### config.mk
export PLATFORM = sky130hd
export DESIGN_NAME = mmt_controller
export DESIGN_NICKNAME = d
export VERILOG_FILES = /design/src/mmt_pkg.sv /design/src/mmt_controller.sv
export SDC_FILE = /design/constraint.sdc
export NUM_CORES = 1
export LEC_CHECK = 0
export ABC_AREA = 1
export BUFFER_PORTS_ARGS = -buffer_cell sky130_fd_sc_hd__buf_4
export CORE_UTILIZATION = 55
export CTS_BUF_LIST = sky130_fd_sc_hd__clkbuf_4 sky130_fd_sc_hd__clkbuf_8
export DETAILED_ROUTE_END_ITERATION = 7
export GPL_TIMING_DRIVEN = 0
export PLACE_DENSITY = 0.81
export SYNTH_ARGS = -nofsm -noshare
export SYNTH_HDL_FRONTEND = slang
export SYNTH_SLANG_ARGS = --single-unit
export TNS_END_PERCENT = 20
### constraint.sdc
create_clock -name clk -period 3 [get_ports clk]
set_input_delay 0.45 -clock clk [delete_from_list [all_inputs] [get_ports clk]]
set_output_delay 0.45 -clock clk [all_outputs]
set_load 0.01 [all_outputs]
### src/mmt_pkg.sv
// Package: constants, command codes and controller/datapath interface types.
`default_nettype none
package mmt_pkg;
	localparam int CHANNELS = 4;
	localparam int CH_W = (CHANNELS > 1) ? $clog2(CHANNELS) : 1;
	localparam int STATE_WORDS = 624;
	localparam int TWIST_OFFSET = 397;
	localparam int IDX_W = 10;
	localparam int ADDR_W = $clog2(CHANNELS * STATE_WORDS);
	localparam logic [31:0] TWIST_MATRIX = 32'h9908b0df;
	localparam logic [31:0] HIGH_BIT = 32'h80000000;
	localparam logic [31:0] LOW_BITS = 32'h7fffffff;
	localparam logic [31:0] INIT_MULT = 32'd1812433253;
	localparam logic [31:0] DEFAULT_SEED = 32'd5489;
	localparam logic [31:0] TEMPER_B = 32'h9d2c5680;
	localparam logic [31:0] TEMPER_C = 32'hefc60000;
	localparam logic [IDX_W-1:0] POS_FULL = IDX_W'(STATE_WORDS);
	localparam logic [IDX_W-1:0] POS_UNSEEDED = IDX_W'(STATE_WORDS + 1);

	typedef enum logic [1:0] {
		CMD_SEED = 2'd0,
		CMD_INT  = 2'd1,
		CMD_FRAC = 2'd2,
		CMD_NONE = 2'd3
	} cmd_t;

	typedef enum logic [3:0] {
		DP_IDLE    = 4'd0,
		DP_LOAD    = 4'd1,   // take channel/seed/command into datapath
		DP_SEED0   = 4'd2,   // write word 0 with seed
		DP_SEEDN   = 4'd3,   // compute/write next init word
		DP_TW_RD   = 4'd4,   // issue twist reads
		DP_TW_RD2  = 4'd5,
		DP_TW_WR   = 4'd6,   // write twisted word
		DP_DRAW_RD = 4'd7,
		DP_DRAW_WR = 4'd8,   // temper and collect word
		DP_EMIT    = 4'd9
	} dp_op_t;

	typedef struct packed {
		dp_op_t op;
		logic   use_default;
	} dp_cmd_t;

	typedef struct packed {
		logic seed_last;     // init recurrence is on last word
		logic twist_last;    // twist is on last word
		logic need_seed;     // channel position is unseeded
		logic need_twist;    // channel position past end
		logic second_word;   // fraction has one word already
		logic is_frac;
		logic is_seed;
		logic is_none;
	} dp_status_t;
endpackage
`default_nettype wire

### src/mmt_controller.sv
// Controller: sequences seeding, twisting and drawing; owns the handshake.
`default_nettype none
module mmt_controller (
	input  wire logic                 clk,
	input  wire logic                 arst_n,
	input  wire logic                 in_valid,
	output logic                      in_ready,
	output logic                      out_valid,
	input  wire logic                 out_ready,
	input  wire mmt_pkg::dp_status_t  status,
	output mmt_pkg::dp_cmd_t          cmd
);
	import mmt_pkg::*;

	typedef enum logic [10:0] {
		S_IDLE  = 11'b00000000001,
		S_DEC   = 11'b00000000010,
		S_SEED0 = 11'b00000000100,
		S_SEEDN = 11'b00000001000,
		S_TWR0  = 11'b00000010000,
		S_TWR1  = 11'b00000100000,
		S_TWR2  = 11'b00001000000,
		S_TWW   = 11'b00010000000,
		S_DRD   = 11'b00100000000,
		S_DWR   = 11'b01000000000,
		S_OUT   = 11'b10000000000
	} state_t;

	state_t state_q, state_d;
	logic dflt_q, dflt_d, mph_q, mph_d;

	always_comb begin
		state_d = state_q;
		dflt_d = dflt_q;
		mph_d = mph_q;
		cmd.op = DP_IDLE;
		cmd.use_default = dflt_q;
		in_ready = 1'b0;
		out_valid = 1'b0;
		unique case (state_q)
			S_IDLE: begin
				in_ready = 1'b1;
				if (in_valid) begin
					cmd.op = DP_LOAD;
					state_d = S_DEC;
				end
			end
			S_DEC: begin
				priority if (status.is_none) state_d = S_IDLE;
				else if (status.is_seed) begin
					dflt_d = 1'b0;
					state_d = S_SEED0;
				end else if (status.need_seed) begin
					dflt_d = 1'b1;
					state_d = S_SEED0;
				end else if (status.need_twist) state_d = S_TWR0;
				else state_d = S_DRD;
			end
			S_SEED0: begin
				cmd.op = DP_SEED0;
				mph_d = 1'b0;
				state_d = S_SEEDN;
			end
			S_SEEDN: begin
				cmd.op = DP_SEEDN;
				mph_d = ~mph_q;
				if (mph_q && status.seed_last)
					state_d = status.is_seed ? S_IDLE : S_TWR0;
			end
			S_TWR0: begin
				cmd.op = DP_TW_RD;
				state_d = S_TWR1;
			end
			S_TWR1: begin
				cmd.op = DP_TW_RD;
				state_d = S_TWR2;
			end
			S_TWR2: begin
				cmd.op = DP_TW_RD2;
				state_d = S_TWW;
			end
			S_TWW: begin
				cmd.op = DP_TW_WR;
				state_d = status.twist_last ? S_DRD : S_TWR0;
			end
			S_DRD: begin
				cmd.op = DP_DRAW_RD;
				state_d = S_DWR;
			end
			S_DWR: begin
				cmd.op = DP_DRAW_WR;
				state_d = (status.is_frac && !status.second_word) ? S_DEC : S_OUT;
			end
			S_OUT: begin
				out_valid = 1'b1;
				if (out_ready) state_d = S_IDLE;
			end
			default: state_d = S_IDLE;
		endcase
	end

	always_ff @(posedge clk or negedge arst_n) begin
		if (!arst_n) begin
			state_q <= S_IDLE;
			dflt_q <= 1'b0;
			mph_q <= 1'b0;
		end else begin
			state_q <= state_d;
			dflt_q <= dflt_d;
			mph_q <= mph_d;
		end
	end

`ifndef SYNTHESIS
	a_onehot: assert property (@(posedge clk) disable iff (!arst_n) $onehot(state_q))
		else $error("state not one-hot");
	a_excl: assert property (@(posedge clk) disable iff (!arst_n) !(in_ready && out_valid))
		else $error("ready and valid together");
	a_hold: assert property (@(posedge clk) disable iff (!arst_n)
		out_valid && !out_ready |=> out_valid)
		else $error("result dropped");
`endif
endmodule
`default_nettype wire

=== Word level (Yosys, flattened, before mapping) ===
Index checks and enable logic that the tools add are counted.

* Register bits: 13
* Latch bits: 0
* Memory bits (writable): 0
* ROM bits: 0
* Bits of input ports: 12
* Output and inout port bits: 7
* Logic and storage cells: 45
* Memories: 0

* $add $sub $neg: 0
* $mul: 0
* Div/mod/pow operators: 0
* $lt $le $gt $ge: 0
* Eq/ne operators: 14
* Shift-type cells: 0
* Multiplexer cells: 18
* Bitwise logic cells: 2
* Reductions and logical operators: 8

{| class="wikitable"
|+ Operators by type and width
! kind !! number
|-
| $pmux W11 S11 || 1
|-
| $mux W9 || 5
|-
| $mux W11 || 4
|-
| $pmux W4 S8 || 1
|-
| $eq A11 B1 Y1 const B || 1
|-
| $eq A11 B10 Y1 const B || 1
|-
| $eq A11 B11 Y1 const B || 1
|-
| $eq A11 B2 Y1 const B || 1
|-
| $eq A11 B3 Y1 const B || 1
|-
| $eq A11 B4 Y1 const B || 1
|-
| $eq A11 B5 Y1 const B || 1
|-
| $eq A11 B6 Y1 const B || 1
|-
| $eq A11 B7 Y1 const B || 1
|-
| $eq A11 B8 Y1 const B || 1
|-
| $eq A11 B9 Y1 const B || 1
|-
| $ne A2 B2 Y1 const B || 3
|-
| $reduce_and A3 Y1 || 2
|-
| $mux W1 || 5
|-
| $mux W5 || 1
|-
| $reduce_bool A2 Y1 || 2
|-
| $logic_and A1 B1 Y1 || 2
|-
| $not A1 Y1 || 2
|-
| $pmux W1 S2 || 1
|-
| $reduce_or A2 Y1 || 1
|-
| $logic_not A1 Y1 || 1
|}

=== Logic depth before layout (Yosys ltp) ===
Gate-level depths: netlist of run 1.

* Depth in word-level cells: 5
* Mapped depth: 8
* Gate-level depth less buffers: 8

=== Least setup slack after synthesis of run 1 ===
No wires, ideal clock.

* Kind: reg2out
* Start point: register state_q[10]
* End point: output cmd[1] (netlist bit)
* Arrival time: 1.134 ns
* Required time: 2.550 ns
* Setup slack: 1.416 ns
* Cell stages (with the launch flop): 6
* Path buffers: 0
* Cells stage by stage: dfrtp_1 -> nor2_2 -> nand2_4 -> nor2_8 -> nand2_1 -> o211ai_1

{| class="wikitable"
|+ RTL lines
! element !! line !! RTL
|-
| start, declared || mmt_controller.sv:29 || <nowiki>state_t state_q, state_d;</nowiki>
|-
| start signal, assigned || mmt_controller.sv:108 || <nowiki>state_q <= state_d;</nowiki>
|-
| end, declared || mmt_controller.sv:11 || <nowiki>output mmt_pkg::dp_cmd_t cmd</nowiki>
|}

==> tab_implementation.tex, run 1 <==
\begin{tabular}{lr}
\hline
Metric & Value \\
\hline
\multicolumn{2}{l}{\textbf{Run status}} \\
\quad Outcome & complete, but fails checks \\
\quad Violated checks & hold timing \\
\multicolumn{2}{l}{\textbf{CTS}} \\
\quad Clock tree from TritonCTS & yes \\
\quad Number of buffers inserted to repair setup after CTS & 0 \\
\quad H-tree depth & 1 \\
\quad Clock Latency Late Sink & 280 ps \\
\quad Number of CTS-inserted buffers & 3 \\
\quad Clk pin slew, worst setup/hold paths & 80 ps \\
\quad Clock Root Buffer & clkbuf\_4 \\
\quad Resized cells post-CTS & 0 \\
\quad Sink Count & 13 \\
\quad Clock Tree Buf Depth & 2 \\
\quad CTS Hold Buffers Added & 0 \\
\multicolumn{2}{l}{\textbf{Synthesis}} \\
\quad Main combinational cell family by area after synthesis & simple AND/OR/NAND/NOR gates \\
\quad Simple-gate share of the synthesized area & 41.4\% \\
\quad Flops \& latches, synth & 13 \\
\quad Adder and majority gate portion of the synthesized area & 0\% \\
\quad Post-synthesis mux area share & 0\% \\
\quad Xor and xnor area share after synthesis & 0\% \\
\quad Synthesized cell area & 848 um2 \\
\quad Average instance area after synthesis & 7.19 um2 \\
\quad Number of cells produced by synthesis & 118 \\
\quad Sequential cell area fraction in the yosys report & 38.5\% \\
\quad Yosys warning count & 0 \\
\quad Library cells used by synthesis & 25 \\
\quad Post-synth net total & 130 \\
\quad Area fraction in compound gates after synthesis & 9.00\% \\
\multicolumn{2}{l}{\textbf{Routing}} \\
\quad Detailed Route WL & 1.74 mm \\
\quad Detailed-route DRC error count & 0 \\
\quad Antenna-violating nets left & 0 \\
\quad Vias per cell & 5.18 \\
\quad Via count & 803 \\
\quad First DRT Iteration DRCs & 26 \\
\quad Post-detailed-route wirelength per cell & 11.3 um \\
\quad Drt pass-1 iters & 4 \\
\multicolumn{2}{l}{\textbf{Finish}} \\
\quad Number of diodes added for antenna fixing & 0 \\
\quad Share of final-layout standard cells stronger than drive strength 1 & 28.6\% \\
\quad Layout Nets & 153 \\
\quad Area added between synthesis and finish & 21.7\% \\
\quad Filler Cells Inserted & 108 \\
\multicolumn{2}{l}{\textbf{Power and ir drop}} \\
\quad Worst IR Drop VDD & 0.000434 V \\
\quad Total power of the final layout & 0.595 mW \\
\quad Leakage dissipation & 0.615 nW \\
\quad Areal power density over the cells & 576 nW/um2 \\
\multicolumn{2}{l}{\textbf{Worst setup path}} \\
\quad Worst flop-to-flop path startpoint & state\_q[2] \\
\quad Crit start category & register \\
\quad Timing startpoint of the critical path & state\_q[0] \\
\quad CP required & 2550 ps \\
\quad Data arrival, critical path & 1640 ps \\
\quad Max Fanout on Critical Path & 3 \\
\quad Category of the most critical setup path & register to primary output \\
\quad Element type at the critical path end & primary output \\
\multicolumn{2}{l}{\textbf{Global route}} \\
\quad Largest net degree at the start of global routing & 14 \\
\quad Total global routing track utilization & 24.2\% \\
\quad Grt total ovfl & 0 \\
\quad Wire length of the first global-routing pass & 2.58 mm \\
\quad Antenna violations before repair & 0 \\
\quad Vias in the first global route & 638 \\
\multicolumn{2}{l}{\textbf{Timing}} \\
\quad Accumulated negative setup slack & 0 ps \\
\quad Setup repair after global routing missed its margin & no \\
\quad Post-route clock skew & 6.06 ps \\
\quad Final setup vio count & 0 \\
\quad Post-route minimum period & 2090 ps \\
\quad Max\_slew headroom & 70.8\% \\
\quad Final-report hold violation count & 7 \\
\quad Fin. max-slew vios & 0 \\
\quad Max frequency & 479 MHz \\
\quad Measured slew at the worst slew-check pin & 434 ps \\
\quad Share of the cycle needed by the critical path after routing & 69.6\% \\
\quad WHS & -3.37 ps \\
\multicolumn{2}{l}{\textbf{Placement}} \\
\quad Port buffer count & 18 \\
\quad HPWL reported at the end of detailed placement & 1.42 mm \\
\quad GP Congestion & 0.872 \\
\multicolumn{2}{l}{\textbf{Die}} \\
\quad Starting Density & 62.1\% \\
\quad Die Outline Area & 1700 um2 \\
\quad Die extent in x & 41.3 um \\
\quad Core Footprint & 1370 um2 \\
\quad Die outline height & 41.3 um \\
\quad Number of placement rows & 13 \\
\quad I/O pin count & 19 \\
\multicolumn{2}{l}{\textbf{Flow run}} \\
\quad Number of max-cap violations & 0 \\
\multicolumn{2}{l}{\textbf{Hold path}} \\
\quad Min-delay worst type & input port to asynchronous set/reset pin \\
\hline
\end{tabular}
## Yosys cell counts
master / n / area (um2)
nand2_1: 29 / 109
inv_1: 23 / 86.3
nor2_1: 16 / 60.1
dfrtp_1: 12 / 300
nand3_1: 5 / 25.0
nand2_2: 4 / 25.0
o21ai_0: 4 / 20.0
nor2_2: 3 / 18.8
nor3_1: 3 / 15.0
a21oi_2: 2 / 17.5
nand3_2: 2 / 20.0
nand4_1: 2 / 12.5
a21oi_1: 1 / 5.00
buf_4: 1 / 7.51
dfstp_2: 1 / 26.3
nand2_4: 1 / 11.3
nand3b_1: 1 / 7.51
nor2_4: 1 / 11.3
nor2_8: 1 / 20.0
nor3_2: 1 / 10.0
nor4_1: 1 / 6.26
o211ai_1: 1 / 7.51
o21ai_1: 1 / 5.00
o22ai_2: 1 / 12.5
o41ai_1: 1 / 8.76
## where the power goes
part	internal (mW)	leakage, nW	switching (mW)
sequential	0.210	0.175	0.0172
combinational	0.103	0.422	0.145
clock	0.0606	0.0184	0.0590
total	0.373	0.615	0.221
## cell usage in the layout (no fill, tap or decap), types with 2 or more instances in the layout
| cell | n |
|---|---|
| nand2_1 | 29 |
| inv_1 | 23 |
| buf_4 | 19 |
| nor2_1 | 16 |
| dfrtp_1 | 12 |
| nand3_1 | 5 |
| nand2_2 | 4 |
| o21ai_0 | 4 |
| clkbuf_4 | 4 |
| nor2_2 | 3 |
| nor3_1 | 3 |
| nand4_1 | 2 |
| nand3_2 | 2 |
| a21oi_2 | 2 |
## final cells by class
| type | instances | area, um2 | area share [%] |
|---|---|---|---|
| Clock buffer | 4 | 30.0 | 2.91 |
| Sequential cell | 13 | 327 | 31.6 |
| Tap cell | 15 | 18.8 | 1.82 |
| Multi-Input combinational cell | 81 | 428 | 41.5 |
| Buffer | 1 | 7.51 | 0.727 |
| Timing Repair Buffer | 18 | 135 | 13.1 |
| Inverter | 23 | 86.3 | 8.36 |
## worst paths after layout
check                               to  slack [ps]  cells after the start
max                             cmd[2]         910                      8
min                        state_q[10]          -3                      1
max reg2reg                 state_q[8]        1460                      5
min reg2reg                     dflt_q         500                      2
max in group asynchronous   state_q[0]        2760                      1
min in group clk            state_q[8]         390                      2
## metal layers
metal	part of all wire, %	GRT usage [%]	up-vias
met3	7.1	3.26	4
met4	1.8	11.3	0
li1	-	-	409
met1	44	30.7	354
met2	47	40.2	36
met5	0	0	-
## flip-flops by register name, indices dropped and copies added (netlist names)
signal	cells
state_q	11
dflt_q	1
mph_q	1
## worst max-delay path, stage by stage, from the launching register on
cell and delay (ps):
dfstp_2 540, nor2_1 50, nand2_1 170, nor2_2 70, nand2_1 120, nand2_1 80
nor2_1 140, inv_1 60, buf_4 140
## metrics by stage
stage               util, %  instances  worst slack [ps]  instance area, um2
finish                 75.5        155               911                1030
global route           75.5        155               809                1030
CTS                    75.5        155               918                1030
detailed placement     73.4        151              1230                1000
global placement       73.4        151              1240                1000
floorplan                 -        118              1420                 848
## kinds of logic (layout without fill, tap and decap cells)
family | after synthesis | after routing
compound gates | 11 | 11
flops | 13 | 13
buf+inv | 24 | 46
simple gates | 70 | 70
Note: power is estimated with default switching activity, not from simulation.
==> inputs of run 2 (changes only) <==
--- a/config.mk
+++ b/config.mk
@@ -5,13 +5,13 @@
 export SDC_FILE = /design/constraint.sdc
 export NUM_CORES = 1
 export LEC_CHECK = 0
-export ABC_AREA = 1
+export ABC_AREA = 0
 export BUFFER_PORTS_ARGS = -buffer_cell sky130_fd_sc_hd__buf_4
-export CORE_UTILIZATION = 55
+export CORE_UTILIZATION = 49
 export CTS_BUF_LIST = sky130_fd_sc_hd__clkbuf_4 sky130_fd_sc_hd__clkbuf_8
 export DETAILED_ROUTE_END_ITERATION = 7
 export GPL_TIMING_DRIVEN = 0
-export PLACE_DENSITY = 0.81
+export PLACE_DENSITY = 0.76
 export SYNTH_ARGS = -nofsm -noshare
 export SYNTH_HDL_FRONTEND = slang
 export SYNTH_SLANG_ARGS = --single-unit
==> constraint.sdc (replaced) <==
create_clock -name clk -period 1.88 [get_ports clk]
set_input_delay 0.282 -clock clk [delete_from_list [all_inputs] [get_ports clk]]
set_output_delay 0.282 -clock clk [all_outputs]
set_load 0.01 [all_outputs]
==> tab_implementation.tex, run 2 <==
\begin{tabular}{lr}
\hline
Metric & Value \\
\hline
\multicolumn{2}{l}{\textbf{Power and ir drop}} \\
\quad Sw Pwr & 0.456 mW (+110\%) \\
\quad Combinational fraction of design power & 53.8\% (+12 points) \\
\quad Worst IR Drop VDD & 0.000852 V (+96\%) \\
\quad Areal power density over the cells & 936 nW/um2 (+62\%) \\
\quad Leakage dissipation & 0.649 nW (+5.4\%) \\
\quad Total power of the final layout & 1.24 mW (+110\%) \\
\quad Internal cell power & 0.781 mW (+110\%) \\
\quad Share of total power in sequential cells & 30.2\% (-7.9 points) \\
\quad Share of total power consumed by net switching & 36.9\% (-0.35 points) \\
\quad Clock network fraction of total power & 16.0\% (-4.1 points) \\
\multicolumn{2}{l}{\textbf{Placement}} \\
\quad HPWL reported at the end of detailed placement & 1.44 mm (+1.3\%) \\
\quad Port buffer count & 18 (unchanged) \\
\quad Number of cells after detailed placement & 128 (-15\%) \\
\quad GP Congestion & 0.802 (-8.1\%) \\
\multicolumn{2}{l}{\textbf{CTS}} \\
\quad H-tree depth & 1 (unchanged) \\
\quad Clock Latency Late Sink & 290 ps (about the same) \\
\quad Number of CTS-inserted buffers & 3 (unchanged) \\
\quad Clock Root Buffer & clkbuf\_4 \\
\quad Clk pin slew, worst setup/hold paths & 80 ps (about the same) \\
\quad Sink Count & 13 (unchanged) \\
\quad Clock Tree Buf Depth & 2 (unchanged) \\
\quad Clock tree from TritonCTS & yes \\
\multicolumn{2}{l}{\textbf{Worst setup path}} \\
\quad Most Frequent Cell on Critical Path & buf\_4 \\
\quad Max Fanout on Critical Path & 4 (+1) \\
\quad Critical Path, Cell by Cell & nor4\_4 > buf\_4 > buf\_4 > nand4\_1 > nand3\_2 > buf\_6 \\
\quad Cell family with most CP delay & simple AND/OR/NAND/NOR gates \\
\quad Total buffers and inverters traversed by the critical path & 3 (+1) \\
\quad Worst Reg-to-Reg Cells & 8 (+3) \\
\quad CP required & 1600 ps (-950 ps) \\
\quad Worst flop-to-flop path startpoint & state\_q[4] \\
\quad Element type at the critical path end & primary output \\
\quad FF-to-FF setup slack & 0 ps (-1460 ps) \\
\quad Critical Path Slowest Stage Cell & dfrtp\_2 \\
\quad Data arrival, critical path & 1770 ps (+130 ps) \\
\quad Category of the most critical setup path & register to primary output \\
\quad Peak per-stage delay on the critical path & 450 ps (-90 ps) \\
\quad RR Endpoint & state\_q[4] \\
\quad Crit start category & register \\
\multicolumn{2}{l}{\textbf{Routing}} \\
\quad Drt pass-1 iters & 6 (+2) \\
\quad Via count & 959 (+19\%) \\
\quad Detailed-route DRC error count & 2 (+2) \\
\quad Antenna-violating nets left & 0 (unchanged) \\
\quad Vias per cell & 6.15 (+19\%) \\
\quad Post-detailed-route wirelength per cell & 18.2 um (+62\%) \\
\quad First DRT Iteration DRCs & 54 (+110\%) \\
\quad Detailed Route WL & 2.85 mm (+63\%) \\
\multicolumn{2}{l}{\textbf{Synthesis}} \\
\quad Yosys warning count & 0 (unchanged) \\
\quad Sequential cell area fraction in the yosys report & 38.8\% (+0.29 points) \\
\quad Area share of the leading cell type in the synthesized netlist & 35.7\% (+0.26 points) \\
\quad Synthesized cell area & 842 um2 (-0.74\%) \\
\quad Library cells used by synthesis & 40 (+60\%) \\
\quad Most common cell in the synthesized netlist & dfrtp\_1 \\
\quad Predominant post-synthesis flop cell & dfrtp\_1 \\
\quad Average instance area after synthesis & 8.96 um2 (+25\%) \\
\quad Number of cells produced by synthesis & 94 (-20\%) \\
\quad Number of flops mapped to enable cells by yosys & 0 (unchanged) \\
\quad Library cell occupying the most area in the post-synthesis netlist & dfrtp\_1 \\
\quad Post-synth net total & 106 (-18\%) \\
\quad Proportion of synthesized flip-flops having asynchronous set or reset & 100\% (unchanged) \\
\quad List of most frequent post-synthesis cells & dfrtp\_1, inv\_1, nor2\_1, o21ai\_0, nand2\_1 \\
\quad Flops \& latches, synth & 13 (unchanged) \\
\quad Top cells by area in the synthesized netlist & dfrtp\_1, o21ai\_0, inv\_1, nor2\_1, dfstp\_2 \\
\multicolumn{2}{l}{\textbf{Hold path}} \\
\quad Min-delay worst type & input port to register \\
\quad Endpoint of the worst hold-timing path & state\_q[10] \\
\quad Hold Path Origin & out\_ready \\
\quad Number of cells on the worst hold path & 2 \\
\multicolumn{2}{l}{\textbf{Timing}} \\
\quad Fin. max-slew vios & 0 (unchanged) \\
\quad Max frequency & 488 MHz \\
\quad Accumulated negative setup slack & -706 ps (-706 ps) \\
\quad Worst-case setup margin in the final layout & -169 ps (-1080 ps) \\
\quad Max\_slew headroom & 76.9\% (+6.0 points) \\
\quad Measured slew at the worst slew-check pin & 346 ps (-88.0 ps) \\
\quad Share of the cycle needed by the critical path after routing & 109\% \\
\quad Setup repair after global routing missed its margin & yes \\
\quad Post-route minimum period & 2050 ps \\
\quad Final-report hold violation count & 0 (-7) \\
\quad Post-route clock skew & 2.29 ps (-3.77 ps) \\
\quad WHS & 193 ps (+197 ps) \\
\quad Final setup vio count & 6 (+6) \\
\multicolumn{2}{l}{\textbf{Finish}} \\
\quad Filler Cells Inserted & 85 (-21\%) \\
\quad Number of diodes added for antenna fixing & 0 (unchanged) \\
\quad Footprint of the multi-input gates & 539 um2 (+26\%) \\
\quad Commonest non-fill, non-tap cell in the layout & buf\_4 \\
\quad Util after Layout & 84.8\% (+9.2 points) \\
\quad Number of flip-flops under the largest register name & 11 (unchanged) \\
\quad Biggest registers after layout & state\_q (11), dflt\_q (1), mph\_q (1) \\
\quad Area added between synthesis and finish & 56.9\% \\
\quad Top register by number of flip-flops & state\_q \\
\quad Area taken by flip-flops and latches & 332 um2 (+1.5\%) \\
\quad Final standard cell count with taps included and fillers excluded & 156 (+0.65\%) \\
\quad Share of final-layout standard cells stronger than drive strength 1 & 51.4\% (+23 points) \\
\quad Commonest non-fill, non-tap cells in the layout & buf\_4, inv\_1, dfrtp\_1 \\
\quad Layout Nets & 153 (unchanged) \\
\multicolumn{2}{l}{\textbf{Die}} \\
\quad Die outline height & 43.5 um (+5.3\%) \\
\quad Starting Density & 54.0\% (-8.1 points) \\
\quad Core Footprint & 1560 um2 (+14\%) \\
\quad I/O pin count & 19 (unchanged) \\
\quad Die extent in x & 43.5 um (+5.3\%) \\
\quad Die Outline Area & 1890 um2 (+11\%) \\
\quad Number of placement rows & 14 (+1) \\
\multicolumn{2}{l}{\textbf{Run status}} \\
\quad Outcome & complete, but fails checks \\
\quad Violated checks & DRC, setup timing \\
\multicolumn{2}{l}{\textbf{Global route}} \\
\quad Vias in the first global route & 896 (+40\%) \\
\quad Antenna violations before repair & 0 (unchanged) \\
\quad Total global routing track utilization & 30.8\% (+6.6 points) \\
\quad Largest net degree at the start of global routing & 14 (unchanged) \\
\quad Grt total ovfl & 0 (unchanged) \\
\quad Wire length of the first global-routing pass & 4.17 mm (+62\%) \\
\multicolumn{2}{l}{\textbf{Flow run}} \\
\quad Number of max-cap violations & 0 (unchanged) \\
\hline
\end{tabular}
[run 2: cell types whose count changed after synthesis, moves of 4 or more]
| cell | change |
|---|---|
| o21ai_0 | +4 |
| nand2_1 | -22 |
| inv_1 | -14 |
| nor2_1 | -8 |
| nand2_2 | -4 |
[run 2: cells by family (layout without fill, tap and decap cells)]
group / count (synthesis) / after routing / share of synthesized area [%]
and+or+nand+nor: 43 / 43 / 34.9
xor gates and xnor gates: 2 / 2 / 2.08
AOI/OAI and AO/OA: 22 / 22 / 15.6
DFF: 13 / 13 / 38.8
muxes: 1 / 1 / 1.19
buffers and inverters: 13 / 59 / 7.43
[run 2: routing by layer]
| layer | routed length, um | track usage (%) |
|---|---|---|
| met1 | 1150 | 37.2 |
| met2 | 1380 | 52.1 |
| met3 | 192 | 9.17 |
| met4 | 118 | 10.6 |
| met5 | 0 | 0 |
[run 2: worst max-delay path by stage]
stage	start	to	slack, ps	depth (start not counted)
2_1_floorplan	state_q[7]	cmd[3]	70	4
3_3_place_gp	state_q[2]	cmd[4]	-6	4
3_5_place_dp	state_q[2]	cmd[1]	-60	6
4_1_cts	state_q[6]	cmd[2]	-90	6
5_1_grt	state_q[8]	cmd[2]	-280	4
6_report	state_q[4]	cmd[1]	-170	6
[run 2: cell type report]
cell class	instances	area share, %
Multi-Input combinational cell	68	40.8
Timing Repair Buffer	44	26.3
Buffer	2	1.42
Clock buffer	4	2.27
Tap cell	16	1.52
Sequential cell	13	25.1
Inverter	9	2.56
[run 2: what timing repair did]
item	4_1_cts	5_1_grt
resized for setup	20	10
endpoints found under the setup margin	7	9
endpoints found under the hold margin	12	0
hold buffers	1	0
buffers inserted	20	5
pin swaps	8	10
[run 2: through the flow]
step | instance area, um2 | setup WS (ps)
finish | 1320 | -169
global route | 1320 | -276
CTS | 1240 | -89.1
detailed placement | 997 | -56.8
floorplan | 842 | 68.7
global placement | 997 | -5.81
[run 2: power by group through the flow]
stage	logic, mW	clock network (mW)	registers, mW
finish	0.665	0.198	0.373
floorplan	0.271	0	0.357
global placement	0.381	0	0.362
detailed placement	0.389	0	0.365
global route	0.700	0.214	0.377
CTS	0.548	0.203	0.367
[run 2: worst reg2reg max path, stage by stage (launching register included)]
cell      delay, ps
dfrtp_2         450
nor4_4          300
buf_4           190
buf_4           110
nand4_1         170
buf_4           210
o22ai_2         130
a21oi_1          60
a211oi_2        170
==> inputs of run 3 (changes only) <==
--- a/config.mk
+++ b/config.mk
@@ -7,11 +7,11 @@
 export LEC_CHECK = 0
 export ABC_AREA = 0
 export BUFFER_PORTS_ARGS = -buffer_cell sky130_fd_sc_hd__buf_4
-export CORE_UTILIZATION = 49
-export CTS_BUF_LIST = sky130_fd_sc_hd__clkbuf_4 sky130_fd_sc_hd__clkbuf_8
+export CORE_UTILIZATION = 47
+export CTS_CLUSTER_SIZE = 24
 export DETAILED_ROUTE_END_ITERATION = 7
 export GPL_TIMING_DRIVEN = 0
-export PLACE_DENSITY = 0.76
+export PLACE_DENSITY = 0.74
 export SYNTH_ARGS = -nofsm -noshare
 export SYNTH_HDL_FRONTEND = slang
 export SYNTH_SLANG_ARGS = --single-unit
==> tab_implementation.tex, run 3 (synthesis gave the netlist of run 2 again) <==
\begin{tabular}{lr}
\hline
Metric & Value \\
\hline
\multicolumn{2}{l}{\textbf{Power and ir drop}} \\
\quad Sw Pwr & 0.385 mW (-16\%) \\
\quad Areal power density over the cells & 866 nW/um2 (-7.5\%) \\
\quad Combinational fraction of design power & 47.5\% (-6.3 points) \\
\quad Worst IR Drop VDD & 0.000528 V (-38\%) \\
\quad Share of total power in sequential cells & 35.6\% (+5.4 points) \\
\quad Total power of the final layout & 1.05 mW (-15\%) \\
\quad Share of total power consumed by net switching & 36.6\% (-0.31 points) \\
\quad Internal cell power & 0.667 mW (-15\%) \\
\quad Leakage dissipation & 0.583 nW (-10\%) \\
\quad Clock network fraction of total power & 17.0\% (+1.0 points) \\
\multicolumn{2}{l}{\textbf{Routing}} \\
\quad First DRT Iteration DRCs & 34 (-37\%) \\
\quad Vias per cell & 5.69 (-7.5\%) \\
\quad Detailed-route DRC error count & 0 (-2) \\
\quad Detailed Route WL & 2.26 mm (-21\%) \\
\quad Post-detailed-route wirelength per cell & 14.8 um (-19\%) \\
\quad Via count & 870 (-9.3\%) \\
\quad Antenna-violating nets left & 0 (unchanged) \\
\quad Drt pass-1 iters & 4 (-2) \\
\multicolumn{2}{l}{\textbf{CTS}} \\
\quad Clock Latency Late Sink & 280 ps (about the same) \\
\quad Clock tree from TritonCTS & yes \\
\quad Number of CTS-inserted buffers & 3 (unchanged) \\
\quad H-tree depth & 1 (unchanged) \\
\quad Clk pin slew, worst setup/hold paths & 90 ps (about the same) \\
\quad Clock Root Buffer & clkbuf\_4 \\
\quad Clock Tree Buf Depth & 2 (unchanged) \\
\quad Sink Count & 13 (unchanged) \\
\multicolumn{2}{l}{\textbf{Die}} \\
\quad Die extent in x & 44.3 um (+2.0\%) \\
\quad I/O pin count & 19 (unchanged) \\
\quad Die outline height & 44.3 um (+2.0\%) \\
\quad Die Outline Area & 1960 um2 (+4.0\%) \\
\quad Core Footprint & 1590 um2 (+2.2\%) \\
\quad Number of placement rows & 14 (unchanged) \\
\quad Starting Density & 52.8\% (-1.2 points) \\
\multicolumn{2}{l}{\textbf{Finish}} \\
\quad Footprint of the multi-input gates & 520 um2 (-3.5\%) \\
\quad Post-route design area & 1210 um2 (-8.0\%) \\
\quad Final standard cell count with taps included and fillers excluded & 153 (-1.9\%) \\
\quad Number of flip-flops under the largest register name & 11 (unchanged) \\
\quad Util after Layout & 76.2\% (-8.5 points) \\
\quad Filler Cells Inserted & 107 (+26\%) \\
\quad Commonest non-fill, non-tap cells in the layout & buf\_4, inv\_1, dfrtp\_1 \\
\quad Number of diodes added for antenna fixing & 0 (unchanged) \\
\quad Area taken by flip-flops and latches & 332 um2 (unchanged) \\
\quad Area added between synthesis and finish & 44.3\% \\
\quad Commonest non-fill, non-tap cell in the layout & buf\_4 \\
\quad Layout Nets & 142 (-7.2\%) \\
\quad Share of final-layout standard cells stronger than drive strength 1 & 46.5\% (-4.9 points) \\
\quad Biggest registers after layout & state\_q (11), dflt\_q (1), mph\_q (1) \\
\quad Top register by number of flip-flops & state\_q \\
\multicolumn{2}{l}{\textbf{Worst setup path}} \\
\quad Crit start category & register \\
\quad Worst Reg-to-Reg Cells & 6 (-2) \\
\quad Max Fanout on Critical Path & 5 (+1) \\
\quad Element type at the critical path end & primary output \\
\quad Data arrival, critical path & 1730 ps (-40 ps) \\
\quad Category of the most critical setup path & register to primary output \\
\quad CP required & 1600 ps (about the same) \\
\multicolumn{2}{l}{\textbf{Global route}} \\
\quad Largest net degree at the start of global routing & 14 (unchanged) \\
\quad Vias in the first global route & 863 (-3.7\%) \\
\quad Antenna violations before repair & 0 (unchanged) \\
\quad Wire length of the first global-routing pass & 3.80 mm (-8.9\%) \\
\quad Total global routing track utilization & 26.2\% (-4.5 points) \\
\quad Grt total ovfl & 0 (unchanged) \\
\multicolumn{2}{l}{\textbf{Timing}} \\
\quad Accumulated negative setup slack & -486 ps (+221 ps) \\
\quad WHS & 221 ps (+28.0 ps) \\
\quad Max\_slew headroom & 70.8\% (-6.1 points) \\
\quad Fin. max-slew vios & 0 (unchanged) \\
\quad Post-route clock skew & 4.35 ps (+2.07 ps) \\
\quad Max frequency & 498 MHz (+2.0\%) \\
\quad Measured slew at the worst slew-check pin & 435 ps (+88.8 ps) \\
\quad Final setup vio count & 5 (-1) \\
\quad Final-report hold violation count & 0 (unchanged) \\
\quad Worst-case setup margin in the final layout & -128 ps (+41.0 ps) \\
\quad Post-route minimum period & 2010 ps (-41.0 ps) \\
\quad Share of the cycle needed by the critical path after routing & 107\% (-2.2 points) \\
\quad Setup repair after global routing missed its margin & yes \\
\multicolumn{2}{l}{\textbf{Run status}} \\
\quad Violated checks & setup timing \\
\quad Outcome & complete, but fails checks \\
\multicolumn{2}{l}{\textbf{Placement}} \\
\quad Number of cells after detailed placement & 136 (+6.3\%) \\
\quad Port buffer count & 18 (unchanged) \\
\quad HPWL reported at the end of detailed placement & 1.47 mm (+2.4\%) \\
\quad Post-place instance area & 1010 um2 (+1.0\%) \\
\quad Pre-CTS WS & -22.3 ps (+34.5 ps) \\
\quad GP Congestion & 0.796 (-0.75\%) \\
\multicolumn{2}{l}{\textbf{Hold path}} \\
\quad Number of cells on the worst hold path & 2 (unchanged) \\
\quad Min-delay worst type & input port to register \\
\multicolumn{2}{l}{\textbf{Flow run}} \\
\quad Number of max-cap violations & 0 (unchanged) \\
\hline
\end{tabular}
-- run 3: final cells by class --
type / instances / share of cell area [%]
Inverter: 9 / 2.78
Buffer: 2 / 1.54
Tap cell: 24 / 2.47
Timing Repair Buffer: 33 / 20.9
Clock buffer: 4 / 2.16
Multi-Input combinational cell: 68 / 42.8
Sequential cell: 13 / 27.3
-- run 3: final timing paths --
check,startpoint,to,slack [ps]
setup / recovery,state_q[3],cmd[1],-130
hold / removal,status[1],dflt_q,220
setup reg to reg,state_q[3],state_q[4],80
hold reg to reg,dflt_q,dflt_q,510
max in group asynchronous,arst_n,state_q[0],1270
min in group asynchronous,arst_n,state_q[1],380
-- run 3: repair_timing --
action | CTS | global route
gates resized for setup | 21 | 4
hold buffers | 1 | 0
pin swaps | 9 | 2
setup endpoints to repair | 6 | 8
endpoints found under the hold margin | 12 | 0
buffers inserted | 14 | 0
-- run 3: metal layers --
| layer | track usage [%] | routed length, um | part of all wire (%) |
|---|---|---|---|
| met4 | 12.1 | 68 | 3.0 |
| met1 | 35.7 | 976 | 43 |
| met2 | 42.1 | 1060 | 47 |
| met5 | 0 | 0 | 0 |
| met3 | 2.86 | 157 | 6.9 |
-- run 3: worst max-delay path, stage by stage (launching register included) --
cell and delay [ps]:
dfrtp_2 450, nor4_4 450, nand2_2 120, nor2_2 120, a31oi_1 90, nand3_1 90, buf_4 120
-- run 3: power groups by stage --
stage,Sequential (mW),Clock (mW),Combinational [mW]
after detailed placement,0.368,0,0.386
after global routing,0.379,0.188,0.542
after floorplan,0.357,0,0.271
after global placement,0.362,0,0.383
after CTS,0.371,0.179,0.473
final,0.374,0.178,0.499
